==> src/sv/vdi_pkg.sv <==
`timescale 1ns / 1ps
// Shared types, constants and compare functions for the vertex de-duplication indexer.
package vdi_pkg;

   localparam int FIELD_WIDTH = 24;
   localparam int TOL_WIDTH   = 23;
   localparam int OUT_IDX_W   = 8;
   localparam logic [TOL_WIDTH-1:0] TOL_RESET = 23'd41;

   typedef logic signed [FIELD_WIDTH-1:0] field_type;
   typedef logic [TOL_WIDTH-1:0] tol_type;

   typedef struct packed {
      logic      restart;
      field_type pos_x;
      field_type pos_y;
      field_type pos_z;
      field_type tex_u;
      field_type tex_v;
      field_type norm_x;
      field_type norm_y;
      field_type norm_z;
   } req_type;

   typedef struct packed {
      logic [OUT_IDX_W-1:0] vertex_index;
      logic                 is_new;
      logic                 table_full;
   } rsp_type;

   typedef struct packed {
      field_type pos_x;
      field_type pos_y;
      field_type pos_z;
      field_type tex_u;
      field_type tex_v;
      field_type norm_x;
      field_type norm_y;
      field_type norm_z;
   } vertex_type;

   // Search token that walks down the cell chain.
   typedef struct packed {
      logic active;
      logic hit;
      logic is_new;
   } token_type;

   typedef enum logic [1:0] {
      ST_IDLE,
      ST_SEARCH,
      ST_HOLD
   } state_type;

   // True when |a - b| is strictly below the tolerance.
   function automatic logic field_close(input field_type a, input field_type b,
                                        input tol_type tol);
      logic signed [FIELD_WIDTH:0] diff;
      logic [FIELD_WIDTH:0]        mag;
      diff = {a[FIELD_WIDTH-1], a} - {b[FIELD_WIDTH-1], b};
      mag  = diff[FIELD_WIDTH] ? unsigned'(-diff) : unsigned'(diff);
      return mag < {{(FIELD_WIDTH + 1 - TOL_WIDTH){1'b0}}, tol};
   endfunction

   function automatic logic vertex_close(input vertex_type a, input vertex_type b,
                                         input tol_type tol);
      return field_close(a.pos_x, b.pos_x, tol) &&
             field_close(a.pos_y, b.pos_y, tol) &&
             field_close(a.pos_z, b.pos_z, tol) &&
             field_close(a.tex_u, b.tex_u, tol) &&
             field_close(a.tex_v, b.tex_v, tol) &&
             field_close(a.norm_x, b.norm_x, tol) &&
             field_close(a.norm_y, b.norm_y, tol) &&
             field_close(a.norm_z, b.norm_z, tol);
   endfunction

endpackage

==> src/sv/vdi_cell.sv <==
`timescale 1ns / 1ps
// One table cell: holds a unique vertex and advances the search token by one step.
module vdi_cell #(
   parameter int CELL_INDEX = 0,
   parameter int CNT_W      = 9,
   parameter int IDX_W      = 8
) (
   input  logic                 clock,
   input  logic                 reset,
   input  vdi_pkg::tol_type     tolerance,
   input  vdi_pkg::vertex_type  query,
   input  logic [CNT_W-1:0]     count,
   input  vdi_pkg::token_type   tok_in,
   input  logic [IDX_W-1:0]     idx_in,
   output vdi_pkg::token_type   tok_out,
   output logic [IDX_W-1:0]     idx_out
);

   localparam logic [CNT_W-1:0] MY_CNT = CNT_W'(CELL_INDEX);
   localparam logic [IDX_W-1:0] MY_IDX = IDX_W'(CELL_INDEX);

   vdi_pkg::vertex_type entry_ff;
   vdi_pkg::token_type  tok_ff, tok_in_next;
   logic [IDX_W-1:0]    idx_ff, idx_in_next;
   logic                write_en;
   logic                occupied;
   logic                vacant_head;
   logic                match;

   assign occupied    = MY_CNT < count;
   assign vacant_head = MY_CNT == count;
   assign match       = vdi_pkg::vertex_close(query, entry_ff, tolerance);

   always_comb begin
      tok_in_next = tok_in;
      idx_in_next = idx_in;
      write_en    = 1'b0;
      if (tok_in.active && !tok_in.hit) begin
         if (occupied && match) begin
            tok_in_next.hit = 1'b1;
            idx_in_next     = MY_IDX;
         end else if (vacant_head) begin
            // First free slot reached without a match: the vertex lands here.
            tok_in_next.hit    = 1'b1;
            tok_in_next.is_new = 1'b1;
            idx_in_next        = MY_IDX;
            write_en           = 1'b1;
         end
      end
   end

   always_ff @(posedge clock) begin
      if (reset) begin
         tok_ff <= '0;
      end else begin
         tok_ff <= tok_in_next;
      end
   end

   always_ff @(posedge clock) begin
      idx_ff <= idx_in_next;
      if (write_en) begin
         entry_ff <= query;
      end
   end

   assign tok_out = tok_ff;
   assign idx_out = idx_ff;

endmodule

==> config.mk <==
export PLATFORM = sky130hd
export DESIGN_NAME = vdi_cell
export DESIGN_NICKNAME = d
export VERILOG_FILES = /design/src/sv/vdi_pkg.sv /design/src/sv/vdi_cell.sv
export SDC_FILE = /design/constraint.sdc
export NUM_CORES = 1
export LEC_CHECK = 0
export ABC_AREA = 0
export BUFFER_PORTS_ARGS = -buffer_cell sky130_fd_sc_hd__clkbuf_2
export CAP_MARGIN = 10
export CORE_MARGIN = 2
export CORE_UTILIZATION = 40
export CTS_CLUSTER_DIAMETER = 60
export DETAILED_ROUTE_END_ITERATION = 7
export SLEW_MARGIN = 30
export SYNTH_ARGS = -nofsm -noshare
export SYNTH_HDL_FRONTEND = slang
export SYNTH_SLANG_ARGS = --single-unit
==> constraint.sdc <==
create_clock -name clock -period 11.4 [get_ports clock]
set_input_delay 0.57 -clock clock [delete_from_list [all_inputs] [get_ports clock]]
set_output_delay 0.57 -clock clock [all_outputs]
set_load 0.02 [all_outputs]
## After elaboration in Yosys (flattened, before gate mapping)

Index checks and enable logic that the tools add are counted.

| word-level totals | value |
|---|---|
| logic and storage cells | 66 |
| output and inout bits | 11 |
| register bits | 203 |
| input port bits | 237 |

| operators by class | value |
|---|---|
| $lt $le $gt $ge | 9 |
| add/sub/neg operators | 16 |
| reductions and logical operators | 11 |
| multiplexer cells | 18 |

Operators by type and width:

| cell | number |
|---|---|
| less-than comparator 25 x 23 -> 1 bit | 8 |
| 2-to-1 mux 25 bit | 8 |
| negation 25 bit | 8 |
| subtractor 24 x 24 -> 25 bit | 8 |
| 2-to-1 mux 8 bit | 3 |
| logical AND 1 bit | 9 |
| zero test 9 bit | 1 |
| less-than comparator 1 x 9 -> 1 bit, first input constant | 1 |
| 2-to-1 mux 1 bit | 5 |
| 2-to-1 mux 2 bit | 2 |
| zero test 1 bit | 1 |

## Longest topological paths before layout

Gate-level depths: netlist of run 1.

| logic depth | value |
|---|---|
| depth after elaboration | 14 |
| depth in mapped cells | 27 |
| gate-level depth less buffers | 27 |

## Worst setup path before layout of run 1

No wires, ideal clock.

| path | value |
|---|---|
| path type | input-to-reg |
| start | input port query[120] (netlist name) |
| end | register tok_ff (netlist bit tok_out[1]) |
| buffers on the path | 1 |
| arrival time | 6.766 ns |
| stages | 27 |
| setup time | 0.059 ns |
| path slack | 4.575 ns |
| data required time | 11.341 ns |
| path through | inv_1 ha_1 inv_1 fa_1 a21o_1 a221o_1 buf_2 o21a_1 o211ai_2 or3b_4 or4_4 or3_1 nor2b_1 a21oi_1 xor2_1 ha_1 or4_1 a221oi_1 and4_1 o211ai_1 nor4_1 o2111ai_1 nor4bb_1 o2111ai_1 a2111o_1 nor4_4 a31o_1 |

| on the way | value |
|---|---|
| longest elaborated chain between the ends | 13 |

Ends and longest elaborated chain:

| element | RTL line | text |
|---|---|---|
| start: declaration | vdi_cell.sv:11 | `input vdi_pkg::vertex_type query,` |
| subtractor 24 x 24 -> 25 bit * | vdi_pkg.sv:60 | `diff = {a[FIELD_WIDTH-1], a} - {b[FIELD_WIDTH-1], b};` |
| negation 25 bit | vdi_pkg.sv:61 | `mag = diff[FIELD_WIDTH] ? unsigned'(-diff) : unsigned'(diff);` |
| 2-to-1 mux 25 bit * | vdi_pkg.sv:61 |  |
| less-than comparator 25 x 23 -> 1 bit * | vdi_pkg.sv:62 | `return mag < {{(FIELD_WIDTH + 1 - TOL_WIDTH){1'b0}}, tol};` |
| logical AND 1 bit * | vdi_pkg.sv:68 | `field_close(a.pos_y, b.pos_y, tol) &&` |
| logical AND 1 bit * | vdi_pkg.sv:69 | `field_close(a.pos_z, b.pos_z, tol) &&` |
| logical AND 1 bit * | vdi_pkg.sv:70 | `field_close(a.tex_u, b.tex_u, tol) &&` |
| logical AND 1 bit * | vdi_pkg.sv:71 | `field_close(a.tex_v, b.tex_v, tol) &&` |
| logical AND 1 bit * | vdi_pkg.sv:72 | `field_close(a.norm_x, b.norm_x, tol) &&` |
| logical AND 1 bit * | vdi_pkg.sv:73 | `field_close(a.norm_y, b.norm_y, tol) &&` |
| logical AND 1 bit * | vdi_cell.sv:39 | `if (occupied && match) begin` |
| 2-to-1 mux 1 bit * | vdi_cell.sv:39 |  |
| 2-to-1 mux 2 bit * | vdi_cell.sv:38 | `if (tok_in.active && !tok_in.hit) begin` |
| end signal: assignment | vdi_cell.sv:56 | `tok_ff <= tok_in_next;` |
| end: declaration | vdi_cell.sv:23 | `vdi_pkg::token_type tok_ff, tok_in_next;` |

Mark *: on every way between the ends. The rest lies on a longest branch, timed or not.
A chain may end at the register's enable or synchronous reset.

## Worst setup path after layout of run 1

| path | value |
|---|---|
| start | register entry_ff[0] (netlist name) |
| end | register idx_ff[2], in the netlist idx_out[2] |

| on the way | value |
|---|---|
| longest elaborated chain between the ends | 8 |

Ends and longest elaborated chain:

| element | RTL line | text |
|---|---|---|
| start: declaration | vdi_cell.sv:22 | `vdi_pkg::vertex_type entry_ff;` |
| start signal: assignment | vdi_cell.sv:63 | `entry_ff <= query;` |
| subtractor 24 x 24 -> 25 bit * | vdi_pkg.sv:60 |  |
| negation 25 bit | vdi_pkg.sv:61 |  |
| 2-to-1 mux 25 bit * | vdi_pkg.sv:61 |  |
| less-than comparator 25 x 23 -> 1 bit * | vdi_pkg.sv:62 |  |
| logical AND 1 bit * | vdi_pkg.sv:73 |  |
| logical AND 1 bit * | vdi_cell.sv:39 |  |
| 2-to-1 mux 8 bit * | vdi_cell.sv:39 |  |
| 2-to-1 mux 8 bit * | vdi_cell.sv:38 |  |
| named net idx_in_next[2] | vdi_cell.sv:24 | `logic [IDX_W-1:0] idx_ff, idx_in_next;` |
| end signal: assignment | vdi_cell.sv:61 | `idx_ff <= idx_in_next;` |
| end: declaration | vdi_cell.sv:24 |  |

The timed path passes the listed nets; every way through them passes the cells marked *.

==> qor.json, run 1 <==
{
  "run_status": {"value": "complete, no violations"},
  "syn-mean-instance-area": {"value": 8.14, "unit": "um2"},
  "timing.setup.tns": {"value": 0, "unit": "ns"},
  "synth_ff_type": {"value": "edfxtp_1"},
  "clock_power_share": {"value": 38.2, "unit": "%"},
  "post_synth_main_area_contributors": {"value": "edfxtp_1, ha_1, xnor2_1, a21oi_1, o21ai_0"},
  "nNetsFinal": {"value": 4073},
  "synthArstFlopShare": {"value": 0, "unit": "%"},
  "routedWlPerCell": {"value": 18.1, "unit": "um"},
  "numClockSinks": {"value": 203},
  "share_comb_of_total_power": {"value": 33.6, "unit": "%"},
  "drc": {"value": 0},
  "rows": {"value": 94},
  "number_of_hold_buffers_added_after_cts": {"value": 0},
  "p_per_area": {"value": 97.8, "unit": "nW/um2"},
  "cts_setup_buffers": {"value": 0},
  "cts_repair_resize_count": {"value": 0},
  "cell_family_contributing_the_most_delay_on_the_critical_path": {"value": "simple AND/OR/NAND/NOR gates"},
  "worst_setup_path_category": {"value": "register to register"},
  "critPathMaxFanout": {"value": 9},
  "synth_cell_types": {"value": 92},
  "p_seq_share": {"value": 28.2, "unit": "%"},
  "cts-buffers-inserted": {"value": 37},
  "cts-root-to-sink-buffers": {"value": 3},
  "first_global_vias": {"value": 23200},
  "initial_utilization": {"value": 40.3, "unit": "%"},
  "final_min_period_over_clock_period": {"value": 67.3, "unit": "%"},
  "die_height": {"value": 261, "unit": "um"},
  "holdCritPathClass": {"value": "primary input to register"},
  "max_clock_freq": {"value": 0.130, "unit": "GHz"},
  "maximum_number_of_pins_on_one_net_before_global_route_repair": {"value": 122},
  "power.share.switching": {"value": 35.1, "unit": "%"},
  "setup.worst_path.end_class": {"value": "register"},
  "totalWireLength": {"value": 78.7, "unit": "mm"},
  "finalWorstPathRequiredPeriod": {"value": 7.67, "unit": "ns"},
  "setup-violations-final": {"value": 0},
  "globalRoute.totalOverflow": {"value": 0},
  "seq_area_frac_synth": {"value": 22.6, "unit": "%"},
  "syn-num-nets": {"value": 3873},
  "power.internal": {"value": 1.89, "unit": "mW"},
  "total_switching_power": {"value": 1.02, "unit": "mW"},
  "dpl_worst_slack": {"value": 3.44, "unit": "ns"},
  "timing.critical_path.slowest_cell_delay": {"value": 0.66, "unit": "ns"},
  "startpoint_type_of_the_worst_setup_path": {"value": "register"},
  "synth_edf_count": {"value": 192},
  "cells_after_synthesis": {"value": 3252},
  "timing.critical_path.buf_inv": {"value": 1},
  "worst_slew_pin_slew": {"value": 0.941, "unit": "ns"},
  "cts_tree": {"value": "built"},
  "syn_area": {"value": 26500, "unit": "um2"},
  "detail_route.first_pass.iterations": {"value": 5},
  "dp_cells": {"value": 4277},
  "grt_setup_unrepaired": {"value": "no"},
  "vias": {"value": 24600},
  "non_filler_cells_final": {"value": 4348},
  "syn_warnings": {"value": 0},
  "power.ir.vdd_worst": {"value": 0.0000956, "unit": "V"},
  "grt_first_pass_wirelength": {"value": 123, "unit": "mm"},
  "gp_congestion": {"value": 0.889},
  "drt_iter0_markers": {"value": 1458},
  "die_width": {"value": 261, "unit": "um"},
  "post-dp-hpwl": {"value": 61.8, "unit": "mm"},
  "insertion_delay": {"value": 0.56, "unit": "ns"},
  "initial_antenna_violation_count": {"value": 3},
  "cts.reportedPaths.clkPinSlew": {"value": 0.06, "unit": "ns"},
  "areaGrowthSynthToFinish": {"value": 12.4, "unit": "%"},
  "final_antenna_net_count": {"value": 0},
  "clock_skew": {"value": 0.0240, "unit": "ns"},
  "cp_data_arrival_time": {"value": 8.08, "unit": "ns"},
  "maxCapViolCount": {"value": 0},
  "yosysTopAreaCellShare": {"value": 21.8, "unit": "%"},
  "die_area": {"value": 68200, "unit": "um2"},
  "cp_slowest_cell": {"value": "nor4_4"},
  "grt_usage": {"value": 22.6, "unit": "%"},
  "avgViaCountPerCell": {"value": 5.66},
  "io_buffers": {"value": 247},
  "ios": {"value": 248},
  "drive_gt1_share": {"value": 10.8, "unit": "%"},
  "design_power_total": {"value": 2.91, "unit": "mW"},
  "core-area": {"value": 65600, "unit": "um2"},
  "report.final.slew_viol_count": {"value": 0},
  "hold_viol": {"value": 0},
  "cp_data_required_time": {"value": 11.81, "unit": "ns"},
  "crit_path_cell_trace": {"value": "ha_1 -> inv_1 -> fa_1 -> a21o_1 -> a221oi_1 -> xnor2_1 -> nor4_1 -> nand4_1 -> or2_2 -> or3_1 -> or3_1 -> o31ai_1 -> xnor2_1 -> ha_1 -> a21oi_1 -> nor3b_1 -> o311ai_0 -> o31ai_1 -> o311ai_0 -> nor4bb_1 -> o2111ai_1 -> a2111o_1 -> nor4_4 -> a21oi_1"},
  "clk_root_buffer_cell": {"value": "clkbuf_16"},
  "worst_slew_margin_rel": {"value": 37.2, "unit": "%"},
  "netlist.top_cell.by_area": {"value": "edfxtp_1"},
  "leakage": {"value": 12.8, "unit": "nW"},
  "postSynthRegisterBits": {"value": 203},
  "clock_tree.htree_level_count": {"value": 2},
  "post-route-worst-setup-slack": {"value": 3.73, "unit": "ns"}
}
-- synthesized netlist by cell type, drive strengths merged, types with 35 or more instances --
cell type / count
ha: 376
a21oi: 291
inv: 280
nand2: 275
o21ai: 220
nor2: 211
xnor2: 195
edfxtp: 192
xor2: 99
clkbuf: 89
nand3: 76
a21o: 72
nor3: 66
nand4: 53
o211ai: 41
a211oi: 40
nand2b: 40
o21a: 40
or3: 37
nor4: 35
-- per-layer routing --
metal,routed length (um),share of wire (%),GRT usage (%),vias to the layer above
met4,2270,2.9,6.85,0
met5,0,0,0,-
li1,-,-,-,12500
met3,4290,5.4,3.58,114
met2,35300,45,36.8,538
met1,36900,47,30.7,11400
-- power groups by stage --
stage	logic (mW)	registers, mW	clock network, mW
finish	0.979	0.819	1.11
global route	1.09	0.818	1.17
CTS	0.972	0.819	1.15
detailed placement	0.965	0.834	0
global placement	0.958	0.834	0
floorplan	0.691	0.837	0
-- path summary, 6_finish.rpt --
kind | startpoint | endpoint | slack, ns | cells past startpoint
max | entry_ff[0] | idx_out[2] | 3.73 | 24
min | reset | tok_out[2] | 0.17 | 2
max reg2reg | entry_ff[0] | idx_out[2] | 3.73 | 24
min reg2reg | entry_ff[167] | idx_out[6] | 1.36 | 8
-- logic make-up after synthesis --
family | Yosys count | share of synthesized area, %
adders and majority gates | 384 | 18.4
muxes | 16 | 0.614
DFF | 203 | 22.6
xor gates and xnor gates | 294 | 9.73
AOI/OAI and AO/OA | 998 | 24.6
buffers and inverters | 378 | 5.46
and+or+nand+nor | 979 | 18.6
-- metrics by stage --
| stage | util (%) | hold slack (ns) | area (um2) |
|---|---|---|---|
| after floorplan | - | 0.642 | 26500 |
| after global placement | 43.4 | 0.744 | 28500 |
| after detailed placement | 43.4 | 0.750 | 28500 |
| after CTS | 45.3 | 0.135 | 29700 |
| after global routing | 45.3 | 0.162 | 29700 |
| final | 45.3 | 0.171 | 29700 |
-- cell usage in the layout (no fill, tap or decap), drive strengths merged, types with 76 or more instances in the layout --
cell type | netlist | layout
a21oi | 291 | 291
clkbuf | 89 | 292
edfxtp | 192 | 192
ha | 376 | 376
inv | 280 | 290
nand2 | 275 | 275
nand3 | 76 | 76
nor2 | 211 | 211
o21ai | 220 | 220
xnor2 | 195 | 195
xor2 | 99 | 99
-- registers in the layout (all words and copies together) (netlist names) --
register  flops
entry_ff    192
idx_out       8
tok_out       3
-- cell type report --
cell class / instances / area [um2]
inverter: 280 / 1060
sequential: 203 / 5990
antenna: 3 / 7.51
clock inverter: 23 / 213
tap: 864 / 1080
multi-input combinational: 2671 / 19100
fill: 6667 / 35900
clock buffer: 45 / 1020
timing repair buffer: 259 / 1330
(Power assumes the default switching activity.)
==> inputs of run 2 (changes only) <==
Settings changed: ABC_AREA 0 to 1.
Clock period 11.4 ns to 6.4 ns, I/O delays scaled along.
==> qor.json, run 2 <==
{
  "run_status": {"value": "complete, no violations"},
  "worst_slew_margin_rel": {"value": 38.7, "unit": "%", "change": "+1.4 points"},
  "worst_setup_path_category": {"value": "primary input to register"},
  "drc": {"value": 0, "change": "unchanged"},
  "holdCritPathClass": {"value": "primary input to register"},
  "setup-violations-final": {"value": 0, "change": "unchanged"},
  "finalInstanceArea": {"value": 33300, "unit": "um2", "change": "+12%"},
  "drive_gt1_share": {"value": 8.68, "unit": "%", "change": "-2.2 points"},
  "crit_path_frequent_cell": {"value": "nand2_1"},
  "final_antenna_net_count": {"value": 0, "change": "unchanged"},
  "critPathMaxFanout": {"value": 8, "change": "-1"},
  "initial_utilization": {"value": 40.4, "unit": "%", "change": "+0.089 points"},
  "largest_register_ffs": {"value": 192, "change": "unchanged"},
  "clock_tree.htree_level_count": {"value": 2, "change": "unchanged"},
  "grt_usage": {"value": 22.7, "unit": "%", "change": "+0.084 points"},
  "insertion_delay": {"value": 0.55, "unit": "ns", "change": "about the same"},
  "cts_setup_buffers": {"value": 0, "change": "unchanged"},
  "drt_iter0_markers": {"value": 1634, "change": "+12%"},
  "areaGrowthSynthToFinish": {"value": 20.1, "unit": "%"},
  "post-synth-top-count-cell": {"value": "nand2_1"},
  "yosysTopAreaCellShare": {"value": 20.8, "unit": "%", "change": "-0.99 points"},
  "synth_edf_count": {"value": 192, "change": "unchanged"},
  "cts.reportedPaths.clkPinSlew": {"value": 0.05, "unit": "ns", "change": "about the same"},
  "nNetsFinal": {"value": 5344, "change": "+31%"},
  "first_global_vias": {"value": 26700, "change": "+15%"},
  "clk_root_buffer_cell": {"value": "clkbuf_16"},
  "max_clock_freq": {"value": 0.190, "unit": "GHz"},
  "cp_data_required_time": {"value": 6.84, "unit": "ns", "change": "-4.97 ns"},
  "maxCapViolCount": {"value": 0, "change": "unchanged"},
  "hold_viol": {"value": 0, "change": "unchanged"},
  "syn-mean-instance-area": {"value": 6.52, "unit": "um2", "change": "-20%"},
  "clock_skew": {"value": 0.0129, "unit": "ns", "change": "-0.0111 ns"},
  "report.final.slew_viol_count": {"value": 0, "change": "unchanged"},
  "p_per_area": {"value": 159, "unit": "nW/um2", "change": "+62%"},
  "rows": {"value": 96, "change": "+2.1%"},
  "cts-root-to-sink-buffers": {"value": 3, "change": "unchanged"},
  "timing.setup.tns": {"value": 0, "unit": "ns", "change": "unchanged"},
  "maximum_number_of_pins_on_one_net_before_global_route_repair": {"value": 125, "change": "+2.5%"},
  "die_height": {"value": 267, "unit": "um", "change": "+2.3%"},
  "finish.utilization": {"value": 48.5, "unit": "%", "change": "+3.2 points"},
  "avgViaCountPerCell": {"value": 4.88, "change": "-14%"},
  "postSynthRegisterBits": {"value": 203, "change": "unchanged"},
  "cp_data_arrival_time": {"value": 5.70, "unit": "ns", "change": "-2.38 ns"},
  "die_width": {"value": 267, "unit": "um", "change": "+2.3%"},
  "cp_slowest_cell": {"value": "dlygate4sd3_1"},
  "post_synth_main_area_contributors": {"value": "edfxtp_1, ha_1, nand2_1, inv_1, a21oi_1"},
  "detail_route.first_pass.iterations": {"value": 7, "change": "+2"},
  "setup.worst_path.end_class": {"value": "register"},
  "die_area": {"value": 71400, "unit": "um2", "change": "+4.7%"},
  "yosys-top-cells-count": {"value": "nand2_1, inv_1, ha_1"},
  "post-dp-hpwl": {"value": 63.8, "unit": "mm", "change": "+3.1%"},
  "vias": {"value": 27700, "change": "+13%"},
  "synth_ff_type": {"value": "edfxtp_1"},
  "grt_setup_unrepaired": {"value": "no"},
  "postPlaceCellArea": {"value": 30100, "unit": "um2", "change": "+5.7%"},
  "worst_slew_pin_slew": {"value": 0.919, "unit": "ns", "change": "-0.0224 ns"},
  "numClockSinks": {"value": 203, "change": "unchanged"},
  "cts-buffers-inserted": {"value": 36, "change": "-2.7%"},
  "gp_congestion": {"value": 0.899, "change": "+1.1%"},
  "timing.critical_path.slowest_cell_delay": {"value": 0.55, "unit": "ns", "change": "-0.11 ns"},
  "seq_area_frac_synth": {"value": 21.6, "unit": "%", "change": "-1.0 points"},
  "power.ir.vdd_worst": {"value": 0.000194, "unit": "V", "change": "+100%"},
  "initial_antenna_violation_count": {"value": 7, "change": "+4"},
  "routedWlPerCell": {"value": 14.2, "unit": "um", "change": "-22%"},
  "cts_tree": {"value": "built"},
  "leakage": {"value": 17.6, "unit": "nW", "change": "+38%"},
  "syn_warnings": {"value": 0, "change": "unchanged"},
  "synth_cell_types": {"value": 53, "change": "-42%"},
  "io_buffers": {"value": 247, "change": "unchanged"},
  "final_min_period_over_clock_period": {"value": 82.2, "unit": "%"},
  "syn_area": {"value": 27700, "unit": "um2", "change": "+4.7%"},
  "largest-register": {"value": "entry_ff"},
  "layout_common_cells": {"value": "nand2_1, inv_1, ha_1"},
  "core-area": {"value": 68600, "unit": "um2", "change": "+4.5%"},
  "totalWireLength": {"value": 80.7, "unit": "mm", "change": "+2.5%"},
  "layout_commonest_cell": {"value": "nand2_1"},
  "grt_first_pass_wirelength": {"value": 131, "unit": "mm", "change": "+6.4%"},
  "ios": {"value": 248, "change": "unchanged"},
  "finalWorstPathRequiredPeriod": {"value": 5.26, "unit": "ns"},
  "netlist.top_cell.by_area": {"value": "edfxtp_1"},
  "cells_after_synthesis": {"value": 4251, "change": "+31%"},
  "syn-num-nets": {"value": 4872, "change": "+26%"},
  "globalRoute.totalOverflow": {"value": 0, "change": "unchanged"},
  "timing.reg2reg.setup_slack": {"value": 1.27, "unit": "ns", "change": "-2.46 ns"},
  "startpoint_type_of_the_worst_setup_path": {"value": "primary input"},
  "synthArstFlopShare": {"value": 0, "unit": "%", "change": "unchanged"}
}
run 2: cell families (layout without fill, tap and decap cells):
kind of cell | Yosys count | count (layout) | share of synthesized area [%]
fa+ha+maj | 384 | 384 | 17.5
buf+inv | 815 | 1313 | 11.0
xor+xnor | 212 | 212 | 6.87
other cells | 0 | 2 | 0
flops | 203 | 203 | 21.6
simple gates | 2112 | 2112 | 32.6
compound gates | 525 | 525 | 10.3
run 2: final cells by class:
cell class	instances	area, um2
antenna	2	5.00
clock buffer	43	958
clock inverter	21	233
fill	7234	35300
inverter	800	3020
multi-input combinational	3233	18700
sequential	203	5990
tap	931	1160
timing repair buffer	449	3250
run 2: worst paths after layout:
path | startpoint | to | cells past startpoint
worst max-delay path | query[120] | idx_out[7] | 34
worst min-delay path | query[97] | entry_ff[97] | 1
worst min register to register | entry_ff[23] | tok_out[1] | 11
worst max register to register | entry_ff[120] | idx_out[7] | 30
run 2: metrics by stage:
| stage | setup WS, ns | instances | hold slack [ns] | total power [mW] |
|---|---|---|---|---|
| 6_report | 1.14 | 5682 | 0.0354 | 5.29 |
| 2_1_floorplan | 1.16 | 4251 | 0.392 | 2.79 |
| 3_5_place_dp | 1.21 | 5418 | 0.509 | 3.27 |
| 4_1_cts | 1.22 | 5680 | 0.000318 | 5.37 |
| 5_1_grt | 0.622 | 5681 | 0.0143 | 5.70 |
| 3_3_place_gp | 1.30 | 5418 | 0.503 | 3.24 |
run 2: what timing repair did:
action / 4_1_cts / 5_1_grt
gates resized for setup: 0 / 0
hold buffers: 198 / 0
hold endpoints to repair: 197 / 0
setup endpoints to repair: 0 / 0
run 2: critical path, delay by kind of cell:
kind                       cells  cell delay, ns
AOI/OAI and AO/OA              4            0.96
xor gates and xnor gates       1            0.30
and+or+nand+nor               21            2.39
adders and majority gates      3            0.86
buffers and inverters          5            0.87
run 2: power breakdown:
group          total, mW  internal, mW  leakage [nW]  switching, mW
clock network       1.95          1.21         0.574          0.741
logic               1.88         0.740          15.2           1.14
registers           1.46          1.46          1.82        0.00168
total               5.29          3.40          17.6           1.88
run 2: routing by layer:
| metal | vias up | track usage (%) | share of wire, % |
|---|---|---|---|
| li1 | 14700 | - | - |
| met1 | 12400 | 29.5 | 47 |
| met2 | 463 | 40.0 | 47 |
| met3 | 94 | 2.44 | 3.7 |
| met4 | 8 | 5.39 | 2.1 |
| met5 | - | 0 | 0.061 |
